==> config.mk <==
export PLATFORM = sky130hd
export DESIGN_NAME = sd_clock_divider_select_top
export DESIGN_NICKNAME = d
export VERILOG_FILES = /design/src/design/sdcd_pkg.sv /design/src/design/sdcd_div_cell.sv /design/src/design/sdcd_div_chain.sv /design/src/design/sd_clock_divider_select_top.sv
export SDC_FILE = /design/constraint.sdc
export NUM_CORES = 2
export LEC_CHECK = 0
export BUFFER_PORTS_ARGS = -buffer_cell sky130_fd_sc_hd__buf_2
export CORE_ASPECT_RATIO = 1.75
export CORE_MARGIN = 2
export CORE_UTILIZATION = 35
export CTS_CLUSTER_SIZE = 20
export DETAILED_ROUTE_END_ITERATION = 16
export SYNTH_ARGS = -nofsm -noshare
export SYNTH_HDL_FRONTEND = slang
export SYNTH_SLANG_ARGS = --single-unit
==> constraint.sdc <==
create_clock -name clk -period 5 [get_ports clk]
set_input_delay 0.75 -clock clk [delete_from_list [all_inputs] [get_ports clk]]
set_output_delay 0.75 -clock clk [all_outputs]
set_load 0.1 [all_outputs]
==> src/design/sdcd_pkg.sv <==
`timescale 1ns / 1ps
package sdcd_pkg;

	localparam int KHZ_W  = 20;
	localparam int MHZ_W  = 8;
	localparam int BASE_W = 18;
	localparam int CODE_W = 10;
	localparam int DIVQ_W = BASE_W;  // dividend / quotient width of a divider row
	localparam int DEN_W  = KHZ_W;   // divisor width of a divider row

	localparam int NUM_DIV_CELLS = DIVQ_W;

	localparam logic [MHZ_W-1:0]  BASE_MHZ_RST = 8'd200;
	localparam logic [BASE_W-1:0] KHZ_PER_MHZ  = 18'd1000;
	localparam logic [DIVQ_W-1:0] MAX_DIV      = 18'd2046;
	localparam logic [CODE_W-1:0] CODE_MAX     = 10'd1023;
	localparam logic [BASE_W-1:0] HS_LIMIT_KHZ = 18'd20000;
	localparam logic [BASE_W-1:0] DDR50_MAX    = 18'd52000;
	localparam logic [BASE_W-1:0] SDR12_MAX    = 18'd25000;
	localparam logic [BASE_W-1:0] SDR25_MAX    = 18'd50000;
	localparam logic [BASE_W-1:0] SDR50_MAX    = 18'd100000;

	typedef enum logic [2:0] {
		TM_KEEP   = 3'd0,
		TM_SDR12  = 3'd1,
		TM_SDR25  = 3'd2,
		TM_SDR50  = 3'd3,
		TM_SDR104 = 3'd4,
		TM_DDR50  = 3'd5,
		TM_HS400  = 3'd6
	} tm_t;

	// partial state of one restoring division, handed cell to cell
	typedef struct packed {
		logic [DEN_W-1:0]  rem;
		logic [DIVQ_W-1:0] num;  // dividend, MSB next to enter
		logic [DEN_W-1:0]  den;
		logic [DIVQ_W-1:0] quo;
	} div_t;

	typedef struct packed {
		logic              ddr;
		logic              bypass;
		logic              zero;
		logic [BASE_W-1:0] base;
	} side_a_t;

	typedef struct packed {
		logic              ddr;
		logic              bypass;
		logic              ovf;
		logic [CODE_W-1:0] code;
		logic [BASE_W-1:0] base;
	} side_b_t;

endpackage

==> src/design/sdcd_div_cell.sv <==
`timescale 1ns / 1ps
module sdcd_div_cell import sdcd_pkg::*; #(
	parameter int SIDE_W = $bits(side_a_t)
) (
	input  logic              clk,
	input  logic              arst_n,
	input  logic              in_valid,
	output logic              in_ready,
	input  div_t              in_div,
	input  logic [SIDE_W-1:0] in_side,
	output logic              out_valid,
	input  logic              out_ready,
	output div_t              out_div,
	output logic [SIDE_W-1:0] out_side
);

	logic              valid_q;
	div_t              div_q;
	logic [SIDE_W-1:0] side_q;
	logic [DEN_W:0]    trial;
	logic              fits;
	div_t              div_nx;

	assign in_ready = !valid_q || out_ready;

	// one quotient bit: shift in next dividend bit, subtract if it fits
	always_comb begin
		trial  = {in_div.rem, in_div.num[DIVQ_W-1]};
		fits   = trial >= {1'b0, in_div.den};
		div_nx = in_div;
		div_nx.num = {in_div.num[DIVQ_W-2:0], 1'b0};
		div_nx.quo = {in_div.quo[DIVQ_W-2:0], fits};
		if (fits) begin
			div_nx.rem = DEN_W'(trial - {1'b0, in_div.den});
		end else begin
			div_nx.rem = trial[DEN_W-1:0];
		end
	end

	always_ff @(posedge clk or negedge arst_n) begin
		if (!arst_n) begin
			valid_q <= 1'b0;
		end else if (in_ready) begin
			valid_q <= in_valid;
		end
	end

	always_ff @(posedge clk) begin
		if (in_ready && in_valid) begin
			div_q  <= div_nx;
			side_q <= in_side;
		end
	end

	assign out_valid = valid_q;
	assign out_div   = div_q;
	assign out_side  = side_q;

endmodule

==> src/design/sdcd_div_chain.sv <==
`timescale 1ns / 1ps
module sdcd_div_chain import sdcd_pkg::*; #(
	parameter int N_CELLS = NUM_DIV_CELLS,
	parameter int SIDE_W  = $bits(side_a_t)
) (
	input  logic              clk,
	input  logic              arst_n,
	input  logic              in_valid,
	output logic              in_ready,
	input  div_t              in_div,
	input  logic [SIDE_W-1:0] in_side,
	output logic              out_valid,
	input  logic              out_ready,
	output div_t              out_div,
	output logic [SIDE_W-1:0] out_side
);

	logic              vld [N_CELLS+1];
	logic              rdy [N_CELLS+1];
	div_t              dv  [N_CELLS+1];
	logic [SIDE_W-1:0] sd  [N_CELLS+1];

	assign vld[0]       = in_valid;
	assign dv[0]        = in_div;
	assign sd[0]        = in_side;
	assign in_ready     = rdy[0];
	assign rdy[N_CELLS] = out_ready;
	assign out_valid    = vld[N_CELLS];
	assign out_div      = dv[N_CELLS];
	assign out_side     = sd[N_CELLS];

	for (genvar i = 0; i < N_CELLS; i++) begin : g_cell
		sdcd_div_cell #(.SIDE_W(SIDE_W)) u_cell (
			.clk      (clk),
			.arst_n   (arst_n),
			.in_valid (vld[i]),
			.in_ready (rdy[i]),
			.in_div   (dv[i]),
			.in_side  (sd[i]),
			.out_valid(vld[i+1]),
			.out_ready(rdy[i+1]),
			.out_div  (dv[i+1]),
			.out_side (sd[i+1])
		);
	end

endmodule

==> src/design/sd_clock_divider_select_top.sv <==
`timescale 1ns / 1ps
// channel   | signals                           | payload
// ----------+-----------------------------------+----------------------------------------
// request   | s_tvalid s_tready s_tdata[23:0]   | target_khz, double_rate
// result    | m_tvalid m_tready m_tdata[39:0]   | divider_code, actual_khz, high_speed,
//           |                                   | bus_mode, divider_overflow
// config    | cfg_we cfg_wdata[7:0]             | base_clock_mhz
//
// One beat accepted per cycle unless the output stalls. Stages: prep stage, an 18-cell
// ceiling-ratio divider row, code stage, an 18-cell clock divider row, output register.
// Each cell resolves one quotient bit of a restoring division.
// Reset clears all valid bits and loads base_clock_mhz with 200.
// A stalled result holds in the output register; cells behind it keep moving
// until they fill, so bubbles collapse.
module sd_clock_divider_select_top import sdcd_pkg::*; (
	input  logic        clk,
	input  logic        arst_n,
	input  logic        s_tvalid,
	output logic        s_tready,
	input  logic [23:0] s_tdata,   // [19:0] target_khz, [20] double_rate, [23:21] zero
	output logic        m_tvalid,
	input  logic        m_tready,
	output logic [39:0] m_tdata,   // [9:0] divider_code, [27:10] actual_khz, [28] high_speed,
	                               // [31:29] bus_mode, [32] divider_overflow, [39:33] zero
	input  logic        cfg_we,
	input  logic [7:0]  cfg_wdata
);

	logic [MHZ_W-1:0] base_mhz_q;

	always_ff @(posedge clk or negedge arst_n) begin
		if (!arst_n) begin
			base_mhz_q <= BASE_MHZ_RST;
		end else if (cfg_we) begin
			base_mhz_q <= cfg_wdata;
		end
	end

	// ---- prep stage
	logic              v_s1, rdy_s1, rdy_a;
	logic [KHZ_W-1:0]  khz_s1;
	side_a_t           side_s1;
	logic [KHZ_W-1:0]  khz_in;
	logic [BASE_W-1:0] base_in;
	logic              byp_in;

	assign khz_in  = s_tdata[KHZ_W-1:0];
	assign base_in = BASE_W'(BASE_W'(base_mhz_q) * KHZ_PER_MHZ);
	assign byp_in  = khz_in >= KHZ_W'(base_in);
	assign rdy_s1  = !v_s1 || rdy_a;
	assign s_tready = rdy_s1;

	always_ff @(posedge clk or negedge arst_n) begin
		if (!arst_n) begin
			v_s1 <= 1'b0;
		end else if (rdy_s1) begin
			v_s1 <= s_tvalid;
		end
	end

	always_ff @(posedge clk) begin
		if (rdy_s1 && s_tvalid) begin
			khz_s1         <= khz_in;
			side_s1.ddr    <= s_tdata[KHZ_W];
			side_s1.bypass <= byp_in;
			side_s1.zero   <= (khz_in == '0) && !byp_in;
			side_s1.base   <= base_in;
		end
	end

	// ---- ceiling ratio: (base - 1) / khz
	div_t    div_a_in, div_a_out;
	side_a_t side_a_out;
	logic    v_a, rdy_s2;

	always_comb begin
		div_a_in     = '0;
		div_a_in.num = side_s1.base - 1'b1;
		div_a_in.den = khz_s1;
	end

	sdcd_div_chain #(.N_CELLS(NUM_DIV_CELLS), .SIDE_W($bits(side_a_t))) u_chain_a (
		.clk      (clk),
		.arst_n   (arst_n),
		.in_valid (v_s1),
		.in_ready (rdy_a),
		.in_div   (div_a_in),
		.in_side  (side_s1),
		.out_valid(v_a),
		.out_ready(rdy_s2),
		.out_div  (div_a_out),
		.out_side (side_a_out)
	);

	// ---- code stage
	logic              v_s2, rdy_b;
	side_b_t           side_s2;
	logic              ovf_c;
	logic [11:0]       divisor_c;
	logic [11:0]       rnd_c;
	logic [CODE_W-1:0] code_c;

	always_comb begin
		ovf_c = !side_a_out.bypass && (side_a_out.zero || div_a_out.quo >= MAX_DIV);
		if (ovf_c) begin
			divisor_c = 12'(MAX_DIV);
		end else begin
			divisor_c = 12'(div_a_out.quo[10:0]) + 12'd1;
		end
		rnd_c  = divisor_c + 12'd1;  // round up to even, halve
		code_c = side_a_out.bypass ? '0 : rnd_c[CODE_W:1];
	end

	assign rdy_s2 = !v_s2 || rdy_b;

	always_ff @(posedge clk or negedge arst_n) begin
		if (!arst_n) begin
			v_s2 <= 1'b0;
		end else if (rdy_s2) begin
			v_s2 <= v_a;
		end
	end

	always_ff @(posedge clk) begin
		if (rdy_s2 && v_a) begin
			side_s2.ddr    <= side_a_out.ddr;
			side_s2.bypass <= side_a_out.bypass;
			side_s2.ovf    <= ovf_c;
			side_s2.code   <= code_c;
			side_s2.base   <= side_a_out.base;
		end
	end

	// ---- actual clock: base / (2 * code)
	div_t    div_b_in, div_b_out;
	side_b_t side_b_out;
	logic    v_b, rdy_out;

	always_comb begin
		div_b_in     = '0;
		div_b_in.num = side_s2.base;
		div_b_in.den = DEN_W'({side_s2.code, 1'b0});
	end

	sdcd_div_chain #(.N_CELLS(NUM_DIV_CELLS), .SIDE_W($bits(side_b_t))) u_chain_b (
		.clk      (clk),
		.arst_n   (arst_n),
		.in_valid (v_s2),
		.in_ready (rdy_b),
		.in_div   (div_b_in),
		.in_side  (side_s2),
		.out_valid(v_b),
		.out_ready(rdy_out),
		.out_div  (div_b_out),
		.out_side (side_b_out)
	);

	// ---- output register
	logic              m_tvalid_q;
	logic [39:0]       m_tdata_q;
	logic [BASE_W-1:0] actual_c;
	logic              hs_c;
	tm_t               tm_c;

	always_comb begin
		actual_c = side_b_out.bypass ? side_b_out.base : div_b_out.quo;
		hs_c     = actual_c > HS_LIMIT_KHZ;
		if (!hs_c) begin
			tm_c = TM_KEEP;
		end else if (side_b_out.ddr) begin
			tm_c = (actual_c <= DDR50_MAX) ? TM_DDR50 : TM_HS400;
		end else begin
			priority if (actual_c <= SDR12_MAX) tm_c = TM_SDR12;
			else if (actual_c <= SDR25_MAX) tm_c = TM_SDR25;
			else if (actual_c <= SDR50_MAX) tm_c = TM_SDR50;
			else tm_c = TM_SDR104;
		end
	end

	assign rdy_out = !m_tvalid_q || m_tready;

	always_ff @(posedge clk or negedge arst_n) begin
		if (!arst_n) begin
			m_tvalid_q <= 1'b0;
		end else if (rdy_out) begin
			m_tvalid_q <= v_b;
		end
	end

	always_ff @(posedge clk) begin
		if (rdy_out && v_b) begin
			m_tdata_q <= {7'd0, side_b_out.ovf, tm_c, hs_c, actual_c, side_b_out.code};
		end
	end

	assign m_tvalid = m_tvalid_q;
	assign m_tdata  = m_tdata_q;

endmodule

==> impl_metrics.ini <==
[run_status]
status = completed

[cells_and_area]
nFillCells = 27880
final_common_cell = edfxtp_1
layout.nets = 8455
drive_gt1_frac = 0.09393
mostFrequentLayoutCells = edfxtp_1, inv_1, ha_1
syn_to_final_growth_pct = 12.45

[sta]
finalSetupViolCount = 0
period_share = 0.9961
skew_ns = 0.1384
rsz0062_at_grt = true
maxSlewHeadroom = 0.1354
hold_violations = 0
drv_slew = 0
period_needed_ns = 4.980
worst_pin_slew_ns = 1.264
fmax_ghz = 0.2008
setup_slack_ns = 0.01951

[logic_synthesis]
synth-async-reset-ratio = 0.01946
synth-seq-area-share = 0.6738
yosys_warnings = 0
syn_area_per_cell_um2 = 14.32
synth_area_mm2 = 0.1073
synth_edf_count = 2368
synthFlopType = edfxtp_1
synthCells = 7490
ys_types = 96
ys_ff_latch = 2415

[route]
drc = 0
antenna_left = 0
wirelength_um = 216400
via_per_inst = 4.849
drt_first_pass_iters = 7
wl_per_cell_um = 17.97
num_vias = 58390
drt_iter0_drc = 2742

[worst_setup_path]
rr_worst_depth = 20
arrival_ns = 5.63
crit_path_start_kind = flip-flop
slowest_stage = fa_1
cp.required_ns = 5.65
path_class = flip-flop to flip-flop
cp_max_fo = 2
slowest_delay_ns = 0.52
critPathMostFrequentCell = fa_1
crit_chain = fa_1 > fa_1 > inv_2 > fa_1 > inv_1 > fa_1 > ha_1 > inv_1 > o21bai_1 > a21oi_1 > o21bai_1 > a21o_1 > a21o_1 > buf_6 > mux2i_1 > and3_1 > ha_1 > and4_1 > o2111ai_2 > and3_1
end_kind = flip-flop

[grt]
grt_max_degree = 74
antenna_found_initial = 4
grt_pass1_wl_um = 336700
gr-total-overflow = 0
grt_pass1_vias = 63410
grtUsageTotal = 0.1377

[cts]
cts.path.max_buffers = 4
cts.htree.levels = 4
clk_pin_slew_worst_paths_ns = 0.07
cts_sinks = 2415
clk_latency_ns = 0.93
tritoncts = built
numCtsBuffers = 221
cts-root-buf = clkbuf_16

[placed_design]
hpwl_um = 167200
gp_congestion = 0.9204
portBuffers = 68
place_ws_ns = -0.2386

[hold_path]
hold_path.class = primary input to flip-flop
hold-path-cell-count = 1

[pwr]
ir_drop_v = 0.0004994
power_density_mw_per_mm2 = 532.7
power_mw = 64.27
leakage_nw = 45.39

[job]
cap_violations = 0

[die]
die_w_um = 422.5
die_h_um = 736.4
pin_count = 79
core_area_mm2 = 0.3059
start_util = 0.3507
rows = 269
die_area_mm2 = 0.3111
-- path summary, 6_finish.rpt --
check | startpoint | slack, ns | endpoint
max in group asynchronous | arst_n | 3.70 | m_tvalid
max reg2reg | base_mhz_q[1] | 0.02 | side_s1[18]
min reg2reg | u_chain_b.g_cell[1].u_cell.out_div[0] | 0.35 | u_chain_b.g_cell[2].u_cell.out_div[1]
min | s_tdata[3] | 0.09 | khz_s1[3]
min in group asynchronous | arst_n | 0.32 | base_mhz_q[1]
max | base_mhz_q[1] | 0.02 | side_s1[18]
-- area by class of cell --
class / instances / area (µm²) / share of cell area
sequential: 2415 / 72290 / 0.5992
multi-input combinational: 4253 / 32090 / 0.2660
clock buffer: 263 / 5802 / 0.04809
tap: 4065 / 5086 / 0.04216
inverter: 737 / 2766 / 0.02293
clock inverter: 134 / 1409 / 0.01168
timing repair buffer: 172 / 1195 / 0.009904
antenna: 2 / 5.005 / 0.00004148
-- worst max-delay path, delay by kind of cell (launching register included) --
| kind | cells | cell delay [ns] |
|---|---|---|
| compound gates | 6 | 0.93 |
| fa+ha+maj | 6 | 2.53 |
| mux | 1 | 0.07 |
| flops | 1 | 0.40 |
| simple gates | 3 | 0.58 |
| buf+inv | 4 | 0.25 |
-- flip-flops by register name, indices dropped and copies added (netlist names) --
register and cells:
side_s2 3, v_s1 1, u_chain_a.g_cell.u_cell.out_side 324, u_chain_b.g_cell.u_cell.out_div 714
base_mhz_q 8, u_chain_a.g_cell.u_cell.out_div 955, m_tdata 33, u_chain_b.g_cell.u_cell.out_side 276
u_chain_a.g_cell.u_cell.out_valid 18, khz_s1 20, side_s1 18, m_tvalid 1
u_chain_b.g_cell.u_cell.out_valid 18, div_b_in 25, v_s2 1
-- metal layers --
layer | wire length [µm] | global-route usage | part of all wire
met1 | 61080 | 0.1020 | 0.28
met2 | 134300 | 0.3057 | 0.62
met3 | 5717 | 0.01717 | 0.026
met4 | 15350 | 0.09041 | 0.071
met5 | 0 | 0 | 0
-- cells by family (layout without fill, tap and decap cells) --
kind of cell,Yosys count,in the layout,synth area share
buf+inv,833,1306,0.02997
compound gates,1246,1246,0.07356
xor+xnor,519,519,0.04237
fa+ha+maj,618,618,0.07585
simple gates,1565,1565,0.07413
other cells,1,14,0.00003495
mux,293,293,0.03026
flops,2415,2415,0.6738
-- power breakdown --
part           internal (mW)  switching (mW)
sequential              26.8            1.92
combinational           8.08            10.5
clock                   9.54            7.39
total                   44.4            19.8
-- repair_timing --
| item | CTS | global route |
|---|---|---|
| pin swaps | 17 | 0 |
| buffers inserted | 1 | 1 |
| setup endpoints to repair | 2 | 3 |
| hold endpoints to repair | 7 | 0 |
| hold buffers | 3 | 0 |
| gates resized for setup | 6 | 4 |
-- synth_stat cells, drive strengths merged (44+ instances only) --
cell / number / area (µm²)
edfxtp: 2368 / 71110
inv: 737 / 2766
ha: 564 / 7057
a21oi: 390 / 1952
nor2: 372 / 1399
nand2: 338 / 1269
xnor2: 319 / 2794
o21ai: 273 / 1370
mux2: 251 / 2826
xor2: 200 / 1752
a21o: 161 / 1216
nor3: 142 / 715.7
nand2b: 106 / 663.1
nand3: 102 / 515.5
nor2b: 98 / 613.1
nand4: 80 / 500.5
o21a: 71 / 533.0
nor4: 65 / 412.9
a211oi: 54 / 420.4
a31oi: 54 / 359.1
fa: 54 / 1081
a21boi: 51 / 382.9
buf: 51 / 280.3
clkbuf: 45 / 168.9
dfrtp: 44 / 1101
-- stage by stage --
step | TNS, ns | area [µm²] | std cells | util | hold slack, ns
2_1_floorplan | 0 | 107300 | 7501 | - | 0.4003
5_1_grt | -0.4526 | 120600 | 12040 | 0.3943 | 0.02110
4_1_cts | -0.00006128 | 120600 | 12040 | 0.3942 | 0.004218
3_3_place_gp | -0.6722 | 113300 | 11640 | 0.3704 | 0.4002
3_5_place_dp | -0.4483 | 113300 | 11640 | 0.3704 | 0.4045
6_report | 0 | 120600 | 12040 | 0.3943 | 0.09108
(Power assumes the default switching activity.)
